===== config.mk =====
export PLATFORM = sky130hd
export DESIGN_NAME = sample_ring_buffer_burst_read_unit_flat
export DESIGN_NICKNAME = d
export VERILOG_FILES = /design/src/rtl/srbb_pkg.sv /design/src/rtl/srbb_in_if.sv /design/src/rtl/srbb_out_if.sv /design/src/rtl/sample_ring_buffer_burst_read_unit.sv /design/src/rtl/srbb_ram.sv /design/src/rtl/srbb_ctrl.sv /design/src/rtl/srbb_dp.sv /design/src/flat_wrapper.sv
export SDC_FILE = /design/constraint.sdc
export NUM_CORES = 1
export LEC_CHECK = 0
export BUFFER_PORTS_ARGS = -buffer_cell sky130_fd_sc_hd__clkbuf_2
export CELL_PAD_IN_SITES_DETAIL_PLACEMENT = 1
export CELL_PAD_IN_SITES_GLOBAL_PLACEMENT = 1
export CORE_UTILIZATION = 55
export DETAILED_ROUTE_END_ITERATION = 8
export MAX_ROUTING_LAYER = met4
export PLACE_DENSITY = 0.82
export SLEW_MARGIN = 25
export SYNTH_ARGS = -nofsm -noshare
export SYNTH_HDL_FRONTEND = slang
export SYNTH_HIERARCHICAL = 1
export SYNTH_SLANG_ARGS = --single-unit
export TNS_END_PERCENT = 50

===== constraint.sdc =====
create_clock -name clk -period 5.05 [get_ports clk]
set_input_delay 1.2625 -clock clk [delete_from_list [all_inputs] [get_ports clk]]
set_output_delay 1.2625 -clock clk [all_outputs]
set_load 0.03 [all_outputs]

===== src/rtl/srbb_pkg.sv =====
// Shared types and constants for the sample ring buffer burst reader.
`timescale 1ns / 1ps

package srbb_pkg;

    localparam int DEPTH_DEFAULT = 64;
    localparam int DATA_W        = 8;
    localparam int LEN_W         = 8;
    localparam int RCOUNT_W      = 6;

    localparam logic FUNC_STORE = 1'b0;
    localparam logic FUNC_READ  = 1'b1;

    typedef enum logic [0:0] {
        S_IDLE,
        S_BURST
    } srbb_state_t;

    // controller -> datapath
    typedef struct packed {
        logic store;       // write sample at tail
        logic start_read;  // latch burst length
        logic issue_read;  // read store at head, advance head
        logic load_empty;  // present the nothing-read result
    } srbb_cmd_t;

    // datapath -> controller
    typedef struct packed {
        logic count_zero;  // burst delivers no bytes
        logic remain_zero; // all reads of the burst issued
        logic rd_pending;  // read data waits at the store output
        logic out_free;    // output register can load this cycle
    } srbb_sts_t;

endpackage


===== src/rtl/srbb_in_if.sv =====
// Input channel: store and burst read request transactions.
`timescale 1ns / 1ps

interface srbb_in_if;
    logic                        valid;
    logic                        ready;
    logic                        func;
    logic [srbb_pkg::DATA_W-1:0] sample_byte;
    logic [srbb_pkg::LEN_W-1:0]  req_length;

    modport source (output valid, func, sample_byte, req_length, input ready);
    modport sink   (input valid, func, sample_byte, req_length, output ready);
endinterface


===== src/rtl/srbb_out_if.sv =====
// Output channel: one transaction per delivered byte, or one nothing-read transaction for an empty burst.
`timescale 1ns / 1ps

interface srbb_out_if;
    logic                          valid;
    logic                          ready;
    logic [srbb_pkg::DATA_W-1:0]   out_byte;
    logic                          is_last;
    logic [srbb_pkg::RCOUNT_W-1:0] returned_count;
    logic                          nothing_read;

    modport source (output valid, out_byte, is_last, returned_count, nothing_read,
                    input ready);
    modport sink   (input valid, out_byte, is_last, returned_count, nothing_read,
                    output ready);
endinterface


===== src/rtl/sample_ring_buffer_burst_read_unit.sv =====
// Top level of the sample ring buffer with burst read.
//
//   channel    dir  payload                                          transaction
//   in_chan    in   func, sample_byte, req_length                    valid & ready
//   out_chan   out  out_byte, is_last, returned_count, nothing_read  valid & ready
//
// A store transaction leaves the unit idle, so the next one is accepted right after.
// A read burst of n bytes runs through the request, one store read per cycle
// through the registered RAM port while out_chan does not stall, the last byte
// leaving the RAM, and the return to idle. An empty burst presents the
// nothing-read result and returns to idle. Reset clears both pointers; the store
// itself is not cleared and needs no pass. Stalls on out_chan hold the burst, and
// in_chan stays blocked until the last byte has reached the output register.
`timescale 1ns / 1ps

module sample_ring_buffer_burst_read_unit #(
    parameter int DEPTH = srbb_pkg::DEPTH_DEFAULT
) (
    input logic       clk,
    input logic       rst_n,
    srbb_in_if.sink   in_chan,
    srbb_out_if.source out_chan
);

    srbb_pkg::srbb_cmd_t cmd;
    srbb_pkg::srbb_sts_t sts;

    // Controller decides when transactions are taken and when the store is read.
    srbb_ctrl u_ctrl (
        .clk      (clk),
        .rst_n    (rst_n),
        .in_valid (in_chan.valid),
        .in_func  (in_chan.func),
        .in_ready (in_chan.ready),
        .sts      (sts),
        .cmd      (cmd)
    );

    // Datapath owns pointers, the sample RAM and the output register.
    srbb_dp #(
        .DEPTH (DEPTH)
    ) u_dp (
        .clk            (clk),
        .rst_n          (rst_n),
        .cmd            (cmd),
        .sts            (sts),
        .sample_byte    (in_chan.sample_byte),
        .req_length     (in_chan.req_length),
        .out_valid      (out_chan.valid),
        .out_ready      (out_chan.ready),
        .out_byte       (out_chan.out_byte),
        .is_last        (out_chan.is_last),
        .returned_count (out_chan.returned_count),
        .nothing_read   (out_chan.nothing_read)
    );

endmodule


===== src/rtl/srbb_ram.sv =====
// Generic single-write, single-read RAM with registered read data.
`timescale 1ns / 1ps

module srbb_ram #(
    parameter int WIDTH = 8,
    parameter int DEPTH = 64
) (
    input  logic                     clk,
    input  logic                     wr_en,
    input  logic [$clog2(DEPTH)-1:0] wr_addr,
    input  logic [WIDTH-1:0]         wr_data,
    input  logic                     rd_en,
    input  logic [$clog2(DEPTH)-1:0] rd_addr,
    output logic [WIDTH-1:0]         rd_data
);

    logic [WIDTH-1:0] mem [DEPTH];

    always_ff @(posedge clk)
    begin
        if (wr_en)
        begin
            mem[wr_addr] <= wr_data;
        end
        if (rd_en)
        begin
            rd_data <= mem[rd_addr];
        end
    end

endmodule


===== src/rtl/srbb_ctrl.sv =====
// Controller state machine: accepts transactions and sequences read bursts.
`timescale 1ns / 1ps

module srbb_ctrl (
    input  logic                clk,
    input  logic                rst_n,
    input  logic                in_valid,
    input  logic                in_func,
    output logic                in_ready,
    input  srbb_pkg::srbb_sts_t sts,
    output srbb_pkg::srbb_cmd_t cmd
);

    srbb_pkg::srbb_state_t state_reg;
    srbb_pkg::srbb_state_t state_next;

    always_ff @(posedge clk or negedge rst_n)
    begin
        if (!rst_n)
        begin
            state_reg <= srbb_pkg::S_IDLE;
        end
        else
        begin
            state_reg <= state_next;
        end
    end

    // next state
    always_comb
    begin
        state_next = state_reg;
        case (state_reg)
            srbb_pkg::S_IDLE:
            begin
                if (in_valid && in_func == srbb_pkg::FUNC_READ)
                begin
                    state_next = srbb_pkg::S_BURST;
                end
            end
            srbb_pkg::S_BURST:
            begin
                if (sts.count_zero)
                begin
                    if (sts.out_free)
                    begin
                        state_next = srbb_pkg::S_IDLE;
                    end
                end
                else if (sts.remain_zero && !sts.rd_pending)
                begin
                    state_next = srbb_pkg::S_IDLE;
                end
            end
            default:
            begin
                state_next = srbb_pkg::S_IDLE;
            end
        endcase
    end

    // outputs
    always_comb
    begin
        in_ready = 1'b0;
        cmd      = '0;
        case (state_reg)
            srbb_pkg::S_IDLE:
            begin
                in_ready       = 1'b1;
                cmd.store      = in_valid && (in_func == srbb_pkg::FUNC_STORE);
                cmd.start_read = in_valid && (in_func == srbb_pkg::FUNC_READ);
            end
            srbb_pkg::S_BURST:
            begin
                cmd.load_empty = sts.count_zero && sts.out_free;
                cmd.issue_read = !sts.count_zero && !sts.remain_zero
                                 && (!sts.rd_pending || sts.out_free);
            end
            default:
            begin
                in_ready = 1'b0;
            end
        endcase
    end

endmodule


===== src/rtl/srbb_dp.sv =====
// Datapath: head/tail pointers, sample store, burst counters, output register.
`timescale 1ns / 1ps

module srbb_dp #(
    parameter int DEPTH = srbb_pkg::DEPTH_DEFAULT
) (
    input  logic                          clk,
    input  logic                          rst_n,
    input  srbb_pkg::srbb_cmd_t           cmd,
    output srbb_pkg::srbb_sts_t           sts,
    input  logic [srbb_pkg::DATA_W-1:0]   sample_byte,
    input  logic [srbb_pkg::LEN_W-1:0]    req_length,
    output logic                          out_valid,
    input  logic                          out_ready,
    output logic [srbb_pkg::DATA_W-1:0]   out_byte,
    output logic                          is_last,
    output logic [srbb_pkg::RCOUNT_W-1:0] returned_count,
    output logic                          nothing_read
);

    localparam int PTR_W = $clog2(DEPTH);
    localparam int CNT_W = PTR_W + 1;

    logic [PTR_W-1:0]              wp_reg, wp_next;
    logic [PTR_W-1:0]              rp_reg, rp_next;
    logic [srbb_pkg::RCOUNT_W-1:0] remaining_reg, remaining_next;
    logic [srbb_pkg::RCOUNT_W-1:0] burst_count_reg, burst_count_next;
    logic                          rd_pending_reg, rd_pending_next;
    logic                          pend_last_reg, pend_last_next;
    logic                          out_valid_reg, out_valid_next;
    logic [srbb_pkg::DATA_W-1:0]   out_byte_reg;
    logic                          is_last_reg;
    logic [srbb_pkg::RCOUNT_W-1:0] rcount_reg;
    logic                          nothing_reg;

    logic [CNT_W-1:0]              fill;
    logic [srbb_pkg::LEN_W-1:0]    fill_wide;
    logic [srbb_pkg::LEN_W-1:0]    burst_len;
    logic [srbb_pkg::DATA_W-1:0]   rd_data;
    logic                          out_free;
    logic                          move_data;

    function automatic logic [PTR_W-1:0] ptr_inc(input logic [PTR_W-1:0] p);
        if (p == PTR_W'(DEPTH - 1))
        begin
            return '0;
        end
        return p + PTR_W'(1);
    endfunction

    srbb_ram #(
        .WIDTH (srbb_pkg::DATA_W),
        .DEPTH (DEPTH)
    ) u_store (
        .clk     (clk),
        .wr_en   (cmd.store),
        .wr_addr (wp_reg),
        .wr_data (sample_byte),
        .rd_en   (cmd.issue_read),
        .rd_addr (rp_reg),
        .rd_data (rd_data)
    );

    // fill count, modulo DEPTH
    always_comb
    begin
        if (wp_reg >= rp_reg)
        begin
            fill = {1'b0, wp_reg} - {1'b0, rp_reg};
        end
        else
        begin
            fill = {1'b0, wp_reg} + CNT_W'(DEPTH) - {1'b0, rp_reg};
        end
        fill_wide = srbb_pkg::LEN_W'(fill);
        burst_len = (req_length < fill_wide) ? req_length : fill_wide;
    end

    assign out_free  = !out_valid_reg || out_ready;
    assign move_data = rd_pending_reg && out_free;

    assign sts.count_zero  = (burst_count_reg == '0);
    assign sts.remain_zero = (remaining_reg == '0);
    assign sts.rd_pending  = rd_pending_reg;
    assign sts.out_free    = out_free;

    always_comb
    begin
        wp_next          = cmd.store ? ptr_inc(wp_reg) : wp_reg;
        rp_next          = cmd.issue_read ? ptr_inc(rp_reg) : rp_reg;
        remaining_next   = remaining_reg;
        burst_count_next = burst_count_reg;
        pend_last_next   = pend_last_reg;
        if (cmd.start_read)
        begin
            remaining_next   = srbb_pkg::RCOUNT_W'(burst_len);
            burst_count_next = srbb_pkg::RCOUNT_W'(burst_len);
        end
        else if (cmd.issue_read)
        begin
            remaining_next = remaining_reg - srbb_pkg::RCOUNT_W'(1);
            pend_last_next = (remaining_reg == srbb_pkg::RCOUNT_W'(1));
        end

        if (cmd.issue_read)
        begin
            rd_pending_next = 1'b1;
        end
        else if (move_data)
        begin
            rd_pending_next = 1'b0;
        end
        else
        begin
            rd_pending_next = rd_pending_reg;
        end

        if (move_data || cmd.load_empty)
        begin
            out_valid_next = 1'b1;
        end
        else if (out_ready)
        begin
            out_valid_next = 1'b0;
        end
        else
        begin
            out_valid_next = out_valid_reg;
        end
    end

    always_ff @(posedge clk or negedge rst_n)
    begin
        if (!rst_n)
        begin
            wp_reg          <= '0;
            rp_reg          <= '0;
            remaining_reg   <= '0;
            burst_count_reg <= '0;
            rd_pending_reg  <= 1'b0;
            pend_last_reg   <= 1'b0;
            out_valid_reg   <= 1'b0;
        end
        else
        begin
            wp_reg          <= wp_next;
            rp_reg          <= rp_next;
            remaining_reg   <= remaining_next;
            burst_count_reg <= burst_count_next;
            rd_pending_reg  <= rd_pending_next;
            pend_last_reg   <= pend_last_next;
            out_valid_reg   <= out_valid_next;
        end
    end

    // output payload, no reset
    always_ff @(posedge clk)
    begin
        if (move_data)
        begin
            out_byte_reg <= rd_data;
            is_last_reg  <= pend_last_reg;
            rcount_reg   <= burst_count_reg;
            nothing_reg  <= 1'b0;
        end
        else if (cmd.load_empty)
        begin
            out_byte_reg <= '0;
            is_last_reg  <= 1'b1;
            rcount_reg   <= '0;
            nothing_reg  <= 1'b1;
        end
    end

    assign out_valid      = out_valid_reg;
    assign out_byte       = out_byte_reg;
    assign is_last        = is_last_reg;
    assign returned_count = rcount_reg;
    assign nothing_read   = nothing_reg;

    a_issue_needs_remaining: assert property (@(posedge clk) disable iff (!rst_n)
        cmd.issue_read |-> remaining_reg != '0)
        else $error("read issued with no bytes left in burst");

    a_pending_not_dropped: assert property (@(posedge clk) disable iff (!rst_n)
        (rd_pending_reg && !out_free) |=> (rd_pending_reg && $stable(rd_data)))
        else $error("pending store data lost under stall");

    a_empty_not_with_data: assert property (@(posedge clk) disable iff (!rst_n)
        cmd.load_empty |-> !rd_pending_reg)
        else $error("nothing-read result while data pending");

    a_ptr_range: assert property (@(posedge clk) disable iff (!rst_n)
        (rp_reg <= PTR_W'(DEPTH - 1)) && (wp_reg <= PTR_W'(DEPTH - 1)))
        else $error("pointer beyond depth");

endmodule

===== src/flat_wrapper.sv =====
// flat-port wrapper written by rule: the top's interface ports become plain ports
module sample_ring_buffer_burst_read_unit_flat 
#(
    parameter int DEPTH = srbb_pkg::DEPTH_DEFAULT
)
  (clk, rst_n, in_chan_valid, in_chan_func, in_chan_sample_byte, in_chan_req_length, in_chan_ready, out_chan_valid, out_chan_out_byte, out_chan_is_last, out_chan_returned_count, out_chan_nothing_read, out_chan_ready);
  srbb_in_if in_chan_i ();
  srbb_out_if out_chan_i ();
  input logic clk;
  input logic rst_n;
  input wire logic [$bits(in_chan_i.valid)-1:0] in_chan_valid;
  input wire logic [$bits(in_chan_i.func)-1:0] in_chan_func;
  input wire logic [$bits(in_chan_i.sample_byte)-1:0] in_chan_sample_byte;
  input wire logic [$bits(in_chan_i.req_length)-1:0] in_chan_req_length;
  output wire logic [$bits(in_chan_i.ready)-1:0] in_chan_ready;
  output wire logic [$bits(out_chan_i.valid)-1:0] out_chan_valid;
  output wire logic [$bits(out_chan_i.out_byte)-1:0] out_chan_out_byte;
  output wire logic [$bits(out_chan_i.is_last)-1:0] out_chan_is_last;
  output wire logic [$bits(out_chan_i.returned_count)-1:0] out_chan_returned_count;
  output wire logic [$bits(out_chan_i.nothing_read)-1:0] out_chan_nothing_read;
  input wire logic [$bits(out_chan_i.ready)-1:0] out_chan_ready;
  assign in_chan_i.valid = in_chan_valid;
  assign in_chan_i.func = in_chan_func;
  assign in_chan_i.sample_byte = in_chan_sample_byte;
  assign in_chan_i.req_length = in_chan_req_length;
  assign in_chan_ready = in_chan_i.ready;
  assign out_chan_valid = out_chan_i.valid;
  assign out_chan_out_byte = out_chan_i.out_byte;
  assign out_chan_is_last = out_chan_i.is_last;
  assign out_chan_returned_count = out_chan_i.returned_count;
  assign out_chan_nothing_read = out_chan_i.nothing_read;
  assign out_chan_i.ready = out_chan_ready;
  sample_ring_buffer_burst_read_unit #(.DEPTH(DEPTH)) u_core (.clk(clk), .rst_n(rst_n), .in_chan(in_chan_i), .out_chan(out_chan_i));
endmodule

==> results.txt <==
----------------------------------------------------
[Outcome]
  Status ... finished with violations
  Failing checks ... DRC

[Synthesis]
  Async set-or-reset flop fraction in the synthesized netlist ... 0.0496
  Netlist cell types ... 70
  Yosys warns ... 6
  Post-synthesis register bit count ... around 560
  Post-Synthesis Net Count ... ~1300
  Sequential area share after synthesis ... 0.729
  Area of the mapped netlist ... roughly 23000 um^2
  Number of enable flip-flop cells after synthesis ... ~540
  Mapped Avg Cell Area ... about 19 um^2
  Post-synthesis cell count ... 1222
  Top_reg_cell synth ... sky130_fd_sc_hd__edfxtp_1

[Floorplanning]
  Floorplan core area ... between 40000 and 50000 um^2
  Initial Utilization ... 0.561
  Height of the die ... 207 um
  Die width ... approximately 210 um
  Row Count ... 74
  IO Pins ... 39
  Die outline area ... between 40000 and 50000 um^2

[STA]
  Final-report setup violation count ... 0
  Actual transition at the worst max-transition pin ... between 1 and 1.5 ns
  Largest clock skew in the final design ... roughly 0.027 ns
  Hold Violations, Final ... 0
  Peak clock frequency supported by timing ... about 240 MHz
  Slew headroom ... 0.296
  Setup TNS ... 0 ns
  Slew Viols, Final ... 0
  Final clock period utilization by the worst path ... 0.809
  Setup repair after global routing missed its margin ... false
  Minimum clock period after layout ... between 4 and 5 ns

[Worst setup path]
  Crit path largest cell delay ... about 0.64 ns
  Crit-path max FO ... 18
  Critical register-to-register path startpoint ... u_core/u_dp/wp_reg[2]
  Family with the most delay on the worst path ... compound AO/OA/AOI/OAI gates
  Start point of the critical path ... u_core/u_dp/wp_reg[2]
  Buffers plus inverters on the worst setup path ... 0
  CP Launch Type ... register
  Slowest stage cell on the critical path ... sky130_fd_sc_hd__a211oi_4
  CP arrival ... roughly 4.6 ns
  Cell-by-cell trace of the critical path ... ha_1 -> and3_2 -> nand2_1 -> o21a_1 -> o31ai_1 -> a21oi_1 -> ha_1 -> nand4_1 -> a21oi_1 -> a211oi_4 -> nor3b_1 -> mux2i_1 -> nand3_1
  Crit path capture type ... register
  Data required time of the critical path ... 5.54 ns
  Worst setup path class ... reg2reg

[GRT]
  Global-route wire length before repair ... between 80 and 90 mm
  Initial antenna violation count ... 1
  Maximum number of pins on one net before global-route repair ... 99
  Via count of the first global-routing pass ... ~13000
  Global-route usage over all layers ... 0.282
  Global route total overflow ... 0

[Drt]
  Highest signal layer in the routed design ... met4
  Average via count per standard cell ... between 6 and 7
  Total met2 wirelength after detailed routing ... ~28 mm
  Final routed DRC violation total ... 6
  Wirelength, routed ... roughly 56 mm
  Iteration-0 DRC Markers ... 1312
  Wire per inst ... about 31 um
  Overall via count from detail_route ... between 10000 and 15000
  Number of detailed-routing iterations run before antenna repair ... 9
  Met3 Routed Length ... 4.11 mm
  Antenna-violating nets left ... 0
  Routed metal-1 wirelength ... roughly 22 mm

[Layout]
  Most used cells in the layout excluding fill and tap cells ... 535 x sky130_fd_sc_hd__edfxtp_1, 126 x sky130_fd_sc_hd__mux4_2, 108 x sky130_fd_sc_hd__nor2_1, 54 x sky130_fd_sc_hd__clkbuf_16, 44 x sky130_fd_sc_hd__nand2_1
  Most common cell after layout, fill and taps aside ... sky130_fd_sc_hd__edfxtp_1
  Layout cells sized above 1 ... 0.230
  P&R area growth vs syn ... 10.5%
  Final design utilization ... 0.620
  Number of flip-flops under the largest register name ... 512
  Net count of the finished layout ... between 1000 and 1500

[Run]
  MaxCap Viol Count ... 0

[Power and ir drop]
  Maximum vdd ir drop ... ~0.31 mV
  Static leakage ... 8.23 nW
  Power Density ... ~560 nW/um^2

[CTS]
  Root buffer cell ... sky130_fd_sc_hd__clkbuf_16
  Hold Buf Count CTS ... 0
  Number of buffers on the longest clock path ... 3
  Clock transition at the registers of the reported paths ... about 0.07 ns
  CTS tree ... yes
  Gates resized, CTS repair ... 0
  TritonCTS buffer count ... 53
  Post-CTS Setup Inserts ... 0
  Clock latency of the later-clocked register in the worst-skew pair ... between 0.6 and 0.7 ns
  H-tree depth reported by CTS ... 2
  Sinks on the clock net ... about 560

[Place]
  Final RePlAce weighted congestion ... between 0.8 and 0.9
  Sum of net half-perimeters after detailed placement ... 34.1 mm
  I/O Buffers ... 38

[Worst hold path]
  Min-delay src ... u_core/u_dp/nothing_read
  Path category of the worst min-delay check ... reg2reg

----------------------------------------------------
-- final cells by class --
type                    instances  area [um^2]
flip-flops and latches        564        16800
fillers                      3479        15600
multi-input cells             575         5770
clock buffers                  61         1380
well taps                     532          666
repair buffers                 62          385
clock inverters                32          364
inverters                      20         75.1
diodes                          1         2.50
-- power by group --
group,total [mW],switching (mW),internal (mW)
Sequential,5.62,0.225,5.39
Clock,4.05,1.73,2.31
Combinational,4.53,2.69,1.84
Total,14.2,4.65,9.54
-- routing by layer --
metal  track usage  vias up
met3        0.0474      109
met2         0.457      585
met5             -        -
met4        0.0877        0
li1              -     5047
met1         0.369     6428
-- logic make-up after synthesis --
| family | Yosys count | synth area share |
|---|---|---|
| flip-flops | 564 | 0.729 |
| AND/OR/NAND/NOR | 263 | 0.0546 |
| multiplexers | 167 | 0.142 |
| AO/OA/AOI/OAI | 111 | 0.0367 |
| buffers and inverters | 83 | 0.0205 |
| adder cells (fa/ha/maj) | 19 | 0.0110 |
| XOR/XNOR | 15 | 0.00571 |
-- stage by stage --
step	cell area, um^2	setup WS, ns	total power [mW]	instances	hold WS (ns)
after global placement	23700	1.24	9.98	1753	0.462
final	25400	0.965	14.2	1847	0.486
after CTS	25400	1.04	14.2	1846	0.494
after floorplan	23000	0.416	8.95	1222	0.441
after global routing	25400	0.620	14.7	1847	0.520
after detailed placement	23700	1.08	10.2	1753	0.478
-- cell usage after synthesis, types with 4 or more instances --
library cell | n | share of area
sky130_fd_sc_hd__edfxtp_1 | 535 | 0.70
sky130_fd_sc_hd__ha_1 | 17 | 0.0092
sky130_fd_sc_hd__mux4_2 | 126 | 0.12
sky130_fd_sc_hd__nand4_1 | 7 | 0.0019
sky130_fd_sc_hd__xnor2_1 | 8 | 0.0030
sky130_fd_sc_hd__buf_4 | 17 | 0.0055
sky130_fd_sc_hd__mux2i_1 | 27 | 0.012
sky130_fd_sc_hd__nand3_1 | 21 | 0.0046
sky130_fd_sc_hd__o21ai_0 | 17 | 0.0037
sky130_fd_sc_hd__a221oi_1 | 6 | 0.0023
sky130_fd_sc_hd__nor4_1 | 5 | 0.0014
sky130_fd_sc_hd__nand2b_1 | 12 | 0.0033
sky130_fd_sc_hd__nor3_1 | 10 | 0.0022
sky130_fd_sc_hd__inv_1 | 20 | 0.0033
sky130_fd_sc_hd__o22ai_1 | 9 | 0.0024
sky130_fd_sc_hd__o21a_1 | 5 | 0.0016
sky130_fd_sc_hd__o221ai_1 | 9 | 0.0034
sky130_fd_sc_hd__nand2_1 | 44 | 0.0072
sky130_fd_sc_hd__xor2_1 | 7 | 0.0027
sky130_fd_sc_hd__buf_6 | 4 | 0.0020
sky130_fd_sc_hd__nor3b_1 | 4 | 0.0013
sky130_fd_sc_hd__and3_1 | 15 | 0.0041
sky130_fd_sc_hd__nand3b_1 | 6 | 0.0020
sky130_fd_sc_hd__buf_1 | 5 | 0.00082
sky130_fd_sc_hd__clkbuf_1 | 22 | 0.0036
sky130_fd_sc_hd__a211oi_1 | 8 | 0.0026
sky130_fd_sc_hd__nor2b_1 | 19 | 0.0052
sky130_fd_sc_hd__a21oi_1 | 12 | 0.0026
sky130_fd_sc_hd__buf_2 | 11 | 0.0024
sky130_fd_sc_hd__nor2_1 | 108 | 0.018
sky130_fd_sc_hd__dfrtp_1 | 28 | 0.030
sky130_fd_sc_hd__mux2_2 | 13 | 0.0064
-- final timing paths --
path / to / depth (start not counted) / slack [ns]
min: u_core/u_dp/nothing_read / 2 / 0.49
min reg2reg: u_core/u_dp/nothing_read / 2 / 0.49
max in group asynchronous: u_core/u_dp/rp_reg[1] / 1 / 3.83
min in group asynchronous: u_core/u_dp/rd_pending_reg / 1 / 0.69
max reg2reg: u_core/u_dp/burst_count_reg[2] / 13 / 0.96
max: u_core/u_dp/burst_count_reg[2] / 13 / 0.96
-- worst register-to-register path: cells and delay by family (launching register included) --
kind,cells,cell delay (ns)
muxes,1,0.21
DFF,1,0.57
adders and majority gates,2,0.90
and+or+nand+nor,5,0.82
AOI/OAI and AO/OA,5,1.46
Note: power is estimated with default switching activity, not from simulation.
